--- config.mk ---
export PLATFORM = sky130hd
export DESIGN_NAME = pid_rate_controller
export DESIGN_NICKNAME = d
export VERILOG_FILES = /design/src/prc_pkg.sv /design/src/prc_mul.sv /design/src/prc_div.sv /design/src/pid_rate_controller.sv
export SDC_FILE = /design/constraint.sdc
export NUM_CORES = 2
export LEC_CHECK = 0
export BUFFER_PORTS_ARGS = -buffer_cell sky130_fd_sc_hd__buf_2
export CAP_MARGIN = 25
export CELL_PAD_IN_SITES_DETAIL_PLACEMENT = 1
export CELL_PAD_IN_SITES_GLOBAL_PLACEMENT = 2
export CORE_MARGIN = 8
export CORE_UTILIZATION = 30
export DETAILED_ROUTE_END_ITERATION = 7
export GPL_TIMING_DRIVEN = 0
export PLACE_DENSITY = 0.76
export SLEW_MARGIN = 30
export SYNTH_ARGS = -nofsm -noshare
export SYNTH_HDL_FRONTEND = slang
export SYNTH_SLANG_ARGS = --single-unit
export TNS_END_PERCENT = 5
--- constraint.sdc ---
create_clock -name clk -period 19.95 [get_ports clk]
set_input_delay 2.9925 -clock clk [delete_from_list [all_inputs] [get_ports clk]]
set_output_delay 2.9925 -clock clk [all_outputs]
set_load 0.005 [all_outputs]
--- src/prc_pkg.sv ---
`default_nettype none
package prc_pkg;

    localparam int DW = 32;
    localparam int FB = 16;
    localparam int AF = 16;
    localparam int CFG_IDX_W = 3;

    // register indexes
    localparam logic [CFG_IDX_W-1:0] REG_PROP_GAIN    = 3'd0;
    localparam logic [CFG_IDX_W-1:0] REG_INTEG_GAIN   = 3'd1;
    localparam logic [CFG_IDX_W-1:0] REG_DERIV_GAIN   = 3'd2;
    localparam logic [CFG_IDX_W-1:0] REG_FILTER_ALPHA = 3'd3;
    localparam logic [CFG_IDX_W-1:0] REG_DRIVE_LIMIT  = 3'd4;
    localparam logic [CFG_IDX_W-1:0] REG_INTEG_LIMIT  = 3'd5;

    localparam logic [16:0] ALPHA_ONE = 17'h10000;

    // sequencer states
    typedef enum logic [3:0] {
        ST_IDLE,
        ST_ERR,
        ST_PROP,
        ST_DIFF,
        ST_DIV,
        ST_GAP,
        ST_FILT,
        ST_DERIV,
        ST_SUM,
        ST_IMUL1,
        ST_IMUL2,
        ST_IACC,
        ST_DONE
    } state_t;

    // saturate a 34-bit signed value to 32 bits
    function automatic logic signed [DW-1:0] sat34(input logic signed [33:0] v);
        logic signed [33:0] hi;
        logic signed [33:0] lo;
        begin
            hi = 34'sh0_7FFF_FFFF;
            lo = -34'sh0_8000_0000;
            if (v > hi)
                sat34 = 32'sh7FFF_FFFF;
            else if (v < lo)
                sat34 = 32'sh8000_0000;
            else
                sat34 = v[DW-1:0];
        end
    endfunction

endpackage
`default_nettype wire

--- src/prc_mul.sv ---
`default_nettype none
// Signed-magnitude 32x32 fixed-point multiply, one product per cycle,
// registered result; truncated toward zero and saturated to 32 bits.
module prc_mul (
    input  wire logic                clk,
    input  wire logic                start,
    input  wire logic signed [32:0]  a,
    input  wire logic signed [32:0]  b,
    input  wire logic [4:0]          shift,
    output logic signed [31:0]       prod
);
    import prc_pkg::*;

    logic [31:0] ma;
    logic [31:0] mb;
    logic        neg;
    logic [63:0] full;
    logic [63:0] sh;
    logic [32:0] cap;
    logic [31:0] v;
    logic signed [31:0] prod_next;
    logic signed [31:0] prod_reg;

    // take magnitudes, multiply, shift, then saturate and restore the sign
    always_comb
    begin
        ma = a[32] ? 32'(-a) : a[31:0];
        mb = b[32] ? 32'(-b) : b[31:0];
        neg = a[32] ^ b[32];
        full = ma * mb;
        sh = full >> shift;
        cap = neg ? 33'h0_8000_0000 : 33'h0_7FFF_FFFF;
        v = (sh > 64'(cap)) ? cap[31:0] : sh[31:0];
        prod_next = neg ? -$signed(v) : $signed(v);
    end

    always_ff @(posedge clk)
    begin
        if (start)
            prod_reg <= prod_next;
    end

    assign prod = prod_reg;
endmodule
`default_nettype wire

--- src/prc_div.sv ---
`default_nettype none
// Restoring divider, one quotient bit per cycle: (mag << 16) / d,
// 48 numerator bits; quotient saturates into a signed 32-bit result.
module prc_div (
    input  wire logic               clk,
    input  wire logic               rst_n,
    input  wire logic               start,
    input  wire logic [31:0]        num_mag,
    input  wire logic               neg,
    input  wire logic [31:0]        den,
    output logic                    busy,
    output logic signed [31:0]      quot
);
    import prc_pkg::*;

    logic [47:0] num_reg, num_next;
    logic [47:0] q_reg, q_next;
    logic [32:0] rem_reg, rem_next;
    logic [5:0]  cnt_reg, cnt_next;
    logic        neg_reg, neg_next;
    logic [32:0] trial;
    logic [32:0] cap;
    logic [31:0] v;

    // shift one bit, subtract if it fits
    always_comb
    begin
        num_next = num_reg;
        q_next = q_reg;
        rem_next = rem_reg;
        cnt_next = cnt_reg;
        neg_next = neg_reg;
        trial = {rem_reg[31:0], num_reg[47]};
        if (start)
        begin
            num_next = {num_mag, 16'h0};
            q_next = '0;
            rem_next = '0;
            cnt_next = 6'd48;
            neg_next = neg;
        end
        else if (cnt_reg != 6'd0)
        begin
            num_next = {num_reg[46:0], 1'b0};
            cnt_next = cnt_reg - 6'd1;
            if (trial >= {1'b0, den})
            begin
                rem_next = trial - {1'b0, den};
                q_next = {q_reg[46:0], 1'b1};
            end
            else
            begin
                rem_next = trial;
                q_next = {q_reg[46:0], 1'b0};
            end
        end
    end

    always_ff @(posedge clk or negedge rst_n)
    begin
        if (!rst_n)
            cnt_reg <= '0;
        else
            cnt_reg <= cnt_next;
    end

    always_ff @(posedge clk)
    begin
        num_reg <= num_next;
        q_reg <= q_next;
        rem_reg <= rem_next;
        neg_reg <= neg_next;
    end

    assign busy = (cnt_reg != 6'd0);

    always_comb
    begin
        cap = neg_reg ? 33'h0_8000_0000 : 33'h0_7FFF_FFFF;
        v = (q_reg > 48'(cap)) ? cap[31:0] : q_reg[31:0];
        quot = neg_reg ? -$signed(v) : $signed(v);
    end
endmodule
`default_nettype wire

--- src/pid_rate_controller.sv ---
`default_nettype none
// PID rate controller, signed Q16.16. An update passes through the
// 48-step serial divider and a single shared multiplier that forms the
// proportional, filter, derivative and integral products in turn; the
// divider, filter and derivative steps are skipped with a zero time
// step or no earlier sample, and a clear zeroes the state and goes
// straight to the result. The block takes one item at a time; the result
// register holds the beat until it is taken.
module pid_rate_controller (
    input  wire logic               clk,
    input  wire logic               rst_n,
    input  wire logic               cfg_we,
    input  wire logic [2:0]         cfg_index,
    input  wire logic [31:0]        cfg_data,
    input  wire logic               in_valid,
    output logic                    in_ready,
    input  wire logic               op,
    input  wire logic signed [31:0] target_rate,
    input  wire logic signed [31:0] measured_rate,
    input  wire logic [31:0]        step_time,
    output logic                    out_valid,
    input  wire logic               out_ready,
    output logic signed [31:0]      drive,
    output logic                    clipped,
    output logic signed [31:0]      rate_error,
    output logic signed [31:0]      prop_term,
    output logic signed [31:0]      deriv_term,
    output logic signed [33:0]      raw_drive,
    output logic signed [31:0]      integ_value
);
    import prc_pkg::*;

    localparam logic [4:0] FSH = 5'(FB);
    localparam logic [4:0] ASH = 5'(AF);

    logic [31:0] kp_reg, ki_reg, kd_reg;
    logic [16:0] alpha_reg;
    logic [30:0] lim_reg, ilim_reg;

    state_t state_reg, state_next;

    logic signed [31:0] integ_reg, integ_next;
    logic signed [31:0] filt_reg, filt_next;
    logic signed [31:0] last_reg, last_next;
    logic               have_reg, have_next;
    logic signed [31:0] mr_reg, tr_reg;
    logic [31:0]        dt_reg;
    logic signed [31:0] err_reg, err_next;
    logic signed [31:0] prop_reg, prop_next;
    logic signed [31:0] deriv_reg, deriv_next;
    logic signed [31:0] tmp_reg, tmp_next;
    logic signed [33:0] raw_reg, raw_next;
    logic signed [31:0] drv_reg, drv_next;
    logic               clip_reg, clip_next;
    logic               ov_reg, ov_next;

    logic               mul_start;
    logic signed [32:0] mul_a, mul_b;
    logic [4:0]         mul_sh;
    logic signed [31:0] mul_p;

    logic               div_start, div_busy;
    logic [31:0]        div_mag;
    logic               div_neg;
    logic signed [31:0] div_q;

    logic signed [33:0] lim_s;
    logic signed [31:0] diff;
    logic [16:0]        alpha_c;
    logic signed [31:0] ilim_s;

    prc_mul u_mul (
        .clk   (clk),
        .start (mul_start),
        .a     (mul_a),
        .b     (mul_b),
        .shift (mul_sh),
        .prod  (mul_p)
    );

    prc_div u_div (
        .clk     (clk),
        .rst_n   (rst_n),
        .start   (div_start),
        .num_mag (div_mag),
        .neg     (div_neg),
        .den     (dt_reg),
        .busy    (div_busy),
        .quot    (div_q)
    );

    // configuration writes
    always_ff @(posedge clk or negedge rst_n)
    begin
        if (!rst_n)
        begin
            kp_reg <= '0;
            ki_reg <= '0;
            kd_reg <= '0;
            alpha_reg <= '0;
            lim_reg <= '0;
            ilim_reg <= '0;
        end
        else if (cfg_we)
        begin
            unique case (cfg_index)
                REG_PROP_GAIN:    kp_reg <= cfg_data;
                REG_INTEG_GAIN:   ki_reg <= cfg_data;
                REG_DERIV_GAIN:   kd_reg <= cfg_data;
                REG_FILTER_ALPHA: alpha_reg <= cfg_data[16:0];
                REG_DRIVE_LIMIT:  lim_reg <= cfg_data[30:0];
                REG_INTEG_LIMIT:  ilim_reg <= cfg_data[30:0];
                default: ;
            endcase
        end
    end

    assign lim_s = {3'b000, lim_reg};
    assign ilim_s = {1'b0, ilim_reg};
    assign alpha_c = (alpha_reg > ALPHA_ONE) ? ALPHA_ONE : alpha_reg;
    assign diff = sat34(34'(mr_reg) - 34'(last_reg));
    assign in_ready = (state_reg == ST_IDLE);

    // next state
    always_comb
    begin
        state_next = state_reg;
        unique case (state_reg)
            ST_IDLE:  if (in_valid) state_next = op ? ST_DONE : ST_ERR;
            ST_ERR:   state_next = ST_PROP;
            ST_PROP:  state_next = (dt_reg != 0 && have_reg) ? ST_DIFF : ST_SUM;
            ST_DIFF:  state_next = ST_DIV;
            ST_DIV:   if (!div_busy) state_next = ST_GAP;
            ST_GAP:   state_next = ST_FILT;
            ST_FILT:  state_next = ST_DERIV;
            ST_DERIV: state_next = ST_SUM;
            ST_SUM:   state_next = ST_IMUL1;
            ST_IMUL1: state_next = ST_IMUL2;
            ST_IMUL2: state_next = ST_IACC;
            ST_IACC:  state_next = ST_DONE;
            ST_DONE:  if (out_ready) state_next = ST_IDLE;
            default:  state_next = ST_IDLE;
        endcase
    end

    // datapath control
    always_comb
    begin
        integ_next = integ_reg;
        filt_next = filt_reg;
        last_next = last_reg;
        have_next = have_reg;
        err_next = err_reg;
        prop_next = prop_reg;
        deriv_next = deriv_reg;
        tmp_next = tmp_reg;
        raw_next = raw_reg;
        drv_next = drv_reg;
        clip_next = clip_reg;
        ov_next = ov_reg;
        mul_start = 1'b0;
        mul_a = '0;
        mul_b = '0;
        mul_sh = FSH;
        div_start = 1'b0;
        div_mag = diff[31] ? 32'(-34'(diff)) : diff;
        div_neg = diff[31];
        unique case (state_reg)
            ST_IDLE:
            begin
                if (in_valid && op)
                begin
                    integ_next = '0;
                    filt_next = '0;
                    last_next = '0;
                    have_next = 1'b0;
                    err_next = '0;
                    prop_next = '0;
                    deriv_next = '0;
                    raw_next = '0;
                    drv_next = '0;
                    clip_next = 1'b0;
                end
                else if (in_valid)
                    deriv_next = '0;
            end
            ST_ERR:
            begin
                err_next = sat34(34'(tr_reg) - 34'(mr_reg));
                mul_start = 1'b1;
                mul_a = {1'b0, kp_reg};
                mul_b = 33'(sat34(34'(tr_reg) - 34'(mr_reg)));
            end
            ST_PROP: prop_next = mul_p;
            ST_DIFF: div_start = 1'b1;
            ST_DIV:  ;
            ST_GAP:
            begin
                mul_start = 1'b1;
                mul_a = {16'h0, alpha_c};
                mul_b = 33'(sat34(34'(div_q) - 34'(filt_reg)));
                mul_sh = ASH;
            end
            ST_FILT:
            begin
                filt_next = sat34(34'(filt_reg) + 34'(mul_p));
                mul_start = 1'b1;
                mul_a = {1'b0, kd_reg};
                mul_b = 33'(sat34(34'(filt_reg) + 34'(mul_p)));
            end
            ST_DERIV: deriv_next = sat34(-34'(mul_p));
            ST_SUM:
            begin
                raw_next = 34'(prop_reg) + 34'(integ_reg) + 34'(deriv_reg);
                mul_start = 1'b1;
                mul_a = 33'(err_reg);
                mul_b = {1'b0, dt_reg};
            end
            ST_IMUL1:
            begin
                if (raw_reg > lim_s)
                    drv_next = lim_s[31:0];
                else if (raw_reg < -lim_s)
                    drv_next = 32'(-lim_s);
                else
                    drv_next = raw_reg[31:0];
                clip_next = (raw_reg > lim_s) || (raw_reg < -lim_s);
                mul_start = 1'b1;
                mul_a = 33'(mul_p);
                mul_b = {1'b0, ki_reg};
            end
            ST_IMUL2:
            begin
                ov_next = (34'(drv_reg) >= lim_s && err_reg > 0)
                       || (34'(drv_reg) <= -lim_s && err_reg < 0);
            end
            ST_IACC:
            begin
                if (dt_reg != 0 && ki_reg != 0 && !ov_reg)
                begin
                    tmp_next = sat34(34'(integ_reg) + 34'(mul_p));
                    if (tmp_next > ilim_s)
                        integ_next = ilim_s;
                    else if (tmp_next < -ilim_s)
                        integ_next = -ilim_s;
                    else
                        integ_next = tmp_next;
                end
                last_next = mr_reg;
                have_next = 1'b1;
            end
            ST_DONE: ;
            default: ;
        endcase
    end

    // control state
    always_ff @(posedge clk or negedge rst_n)
    begin
        if (!rst_n)
        begin
            state_reg <= ST_IDLE;
            integ_reg <= '0;
            filt_reg <= '0;
            last_reg <= '0;
            have_reg <= 1'b0;
        end
        else
        begin
            state_reg <= state_next;
            integ_reg <= integ_next;
            filt_reg <= filt_next;
            last_reg <= last_next;
            have_reg <= have_next;
        end
    end

    // hold item and working values
    always_ff @(posedge clk)
    begin
        if (in_valid && in_ready)
        begin
            tr_reg <= target_rate;
            mr_reg <= measured_rate;
            dt_reg <= step_time;
        end
        err_reg <= err_next;
        prop_reg <= prop_next;
        deriv_reg <= deriv_next;
        tmp_reg <= tmp_next;
        raw_reg <= raw_next;
        drv_reg <= drv_next;
        clip_reg <= clip_next;
        ov_reg <= ov_next;
    end

    assign out_valid = (state_reg == ST_DONE);
    assign drive = drv_reg;
    assign clipped = clip_reg;
    assign rate_error = err_reg;
    assign prop_term = prop_reg;
    assign deriv_term = deriv_reg;
    assign raw_drive = raw_reg;
    assign integ_value = integ_reg;

    // integrator lands inside its clamp after an integration step
    a_integ_lim: assert property (@(posedge clk) disable iff (!rst_n)
        $past(state_reg == ST_IACC && dt_reg != 0 && ki_reg != 0 && !ov_reg)
        |-> (integ_reg <= ilim_s) && (integ_reg >= -ilim_s))
        else $error("integrator beyond limit");
    // never ready while a result waits
    a_no_overlap: assert property (@(posedge clk) disable iff (!rst_n)
        !(in_ready && out_valid))
        else $error("ready during result");
    // result beat holds until taken
    a_hold: assert property (@(posedge clk) disable iff (!rst_n)
        out_valid && !out_ready |=> out_valid && $stable(drive))
        else $error("result dropped");
endmodule
`default_nettype wire
==> run metrics <==
status=finished with violations; failing checks=setup timing; DR vias=around 82000; DRT iter0 DRCs=approximately 6400; Routed wire per std cell=around 31 microns; FMAX=between 0.04 and 0.05 GHz; Worst Path Arrival=21.94 ns; part of the Yosys area used for sequential elements=between 20% and 30%; wire length on met3=between 30 and 40 mm; Net Count, Synth=around 12000; cell count after synthesis=roughly 10000; crit path launch type=flip-flop; Final #Nets=~12000; final setup TNS=-27.61 ns; leading area contributor after synthesis=fa_1; WP buf/inv=16; Final Skew=0.1298 ns; most frequent CP cell=o21a_1; Detailed Routing Iterations Pass 1=6; Worst path slowest cell=fa_2; Die Footprint=304100 sq um; setup violators final=32; met2 wire length=a little over 200 mm; YS warnings=0; Avg Vias per Cell=approximately 5.6; Detail Route Antenna Nets=0; Tot GR Track Use=slightly below 30%; H-tree levels=3; Worst-Margin Slew=between 1 and 1.5 ns; Crit path required time=about 20 ns; DPL Wire Length=between 300 and 400 mm; Core Footprint=approximately 290000 sq um; asr flop ratio synth=41.05%; Worst Setup End Kind=flip-flop; max FFs per register=48; max_cap viols=0; Yosys reg bits=between 600 and 700; drc violations=0; min Tclk post-route=~21 ns; unrepaired setup endpoints after global routing=true; synth unique cells=99; Top-Level Pins=334; row cnt=around 200; Final Hold Vio Count=0; TritonCTS clock tree=yes; leading cell type in the layout, fill and taps excluded=inv_1; share of layout cells above drive strength 1=around 15%; DIE HEIGHT=551.4 microns; total grt overflow=0; largest net degree at the start of global routing=between 80 and 90; I/O Buffers=roughly 330; Reg clk slew, reported paths=~0.06 ns; Synth-to-Final Area Change=19.54%; vias in the first global route=roughly 86000; Critical Path Max Stage Delay=slightly above 0.7 ns; leading post-synthesis cells by cell area=fa_1 (22%), edfxtp_1 (11%), ha_1 (11%); Slew Limit Headroom=18.66%; gpl congestion=1.011; Max Transition Viols Final=0; Synth Flop Type=edfxtp_1; Hold Path Class=reg -> reg; Fillers=approximately 33000; post-synth top area share=between 20% and 30%; CTS Buf Count=about 90; Top Metal Used=met5; initial antenna violation count=66; Cell Area, Synth=86000 sq um; setup slack after layout=-1.506 ns; Post-synth EDFFs=roughly 330; Mean Syn Cell Area=~8.6 sq um; critical path class=reg -> reg; Starting Density=a little under a third; Clock Latency Late Sink=~0.83 ns; first-pass GRT wire length=~640 mm; CP Max Fanout=7; clock root buffer=clkbuf_16; crit share post-route=107.6%; routed wire length=around 460 mm; most frequent cells in the layout=inv_1 (1335), nand2_1 (1289), fa_1 (906), nor2_1 (700), ha_1 (700); delay-heaviest family, CP=compound AO/OA/AOI/OAI gates; clock sink total=687; maximum clock insertion buffer count=3; Die X=around 550 microns; Routed met1 length=approximately 180 mm
==> layer usage <==
layer  global-route usage, %  up-vias
met5                  0.4905        -
met4                   22.44       18
met3                   6.390     1073
met2                   46.72     3635
met1                   34.92    42070
li1                        -    34870
==> stage by stage <==
step	utilization (%)	worst slack [ns]	instance area [sq um]	instances	hold slack, ns
2_1_floorplan	-	0.002498	86440	9968	0.4320
3_5_place_dp	33.07	-7.660	94300	14110	0.4570
3_3_place_gp	32.54	-8.491	92810	14060	0.4519
6_report	36.05	-1.506	102800	14550	0.4625
5_1_grt	36.02	-2.044	102700	14510	0.4842
4_1_cts	35.88	-1.156	102300	14480	0.4656
==> path summary, 6_finish.rpt <==
check / cells after the start / end / slack (ns) / startpoint
worst max register to register: 96 / u_mul.prod[30]$_DFFE_PN_ / -1.51 / u_div.neg_reg$_DFFE_PP_
worst min-delay path: 2 / u_div.q_reg[47]$_SDFFE_PP0P_ / 0.46 / u_div.q_reg[47]$_SDFFE_PP0P_
worst max-delay path: 96 / u_mul.prod[30]$_DFFE_PN_ / -1.51 / u_div.neg_reg$_DFFE_PP_
max in group asynchronous: 3 / ilim_reg[5]$_DFFE_PN0P_ / 16.39 / rst_n
worst min register to register: 2 / u_div.q_reg[47]$_SDFFE_PP0P_ / 0.46 / u_div.q_reg[47]$_SDFFE_PP0P_
min in group asynchronous: 1 / last_reg[29]$_DFFE_PN0P_ / 2.16 / rst_n
==> synth_stat cells, types with 160 or more instances <==
library cell,number
a21o_1,194
a21oi_1,580
clkbuf_1,402
dfrtp_1,282
edfxtp_1,325
fa_1,934
ha_1,747
inv_1,1376
nand2_1,1314
nand3_1,188
nor2_1,724
o21ai_0,579
xnor2_1,255
xor2_1,160
==> cell type report <==
type / instances / area, sq um / share of cell area, %
diodes: 38 / 95.09 / 0.09249
plain buffers: 418 / 2450 / 2.383
clock buffers: 113 / 2409 / 2.343
clock inverters: 55 / 716.9 / 0.6974
inverters: 1385 / 5226 / 5.084
multi-input cells: 7455 / 64240 / 62.49
flip-flops and latches: 687 / 18420 / 17.92
well taps: 3762 / 4707 / 4.578
repair buffers: 632 / 4544 / 4.420
==> what timing repair did <==
action / 4_1_cts / 5_1_grt
pin swaps: 274 / 81
setup buffers: 218 / 30
hold buffers: 0 / 0
gates cloned: 3 / 0
resized for setup: 672 / 43
setup endpoints to repair: 32 / 32
==> cells by family after synthesis <==
family | after synthesis | synth area share (%)
AOI/OAI and AO/OA | 2059 | 14.84
xor gates and xnor gates | 415 | 4.226
adders and majority gates | 1685 | 32.65
buffers and inverters | 1826 | 7.988
DFF | 687 | 21.41
muxes | 167 | 2.163
and+or+nand+nor | 3129 | 16.71
==> worst min-delay path, stage by stage, from the launching register on <==
cell and delay (ns):
dfxtp_1 0.31, nand2_1 0.05, a21oi_1 0.05
Power is not shown: default switching activity piles up to over one toggle a cycle in this logic, so the estimate is an artifact.
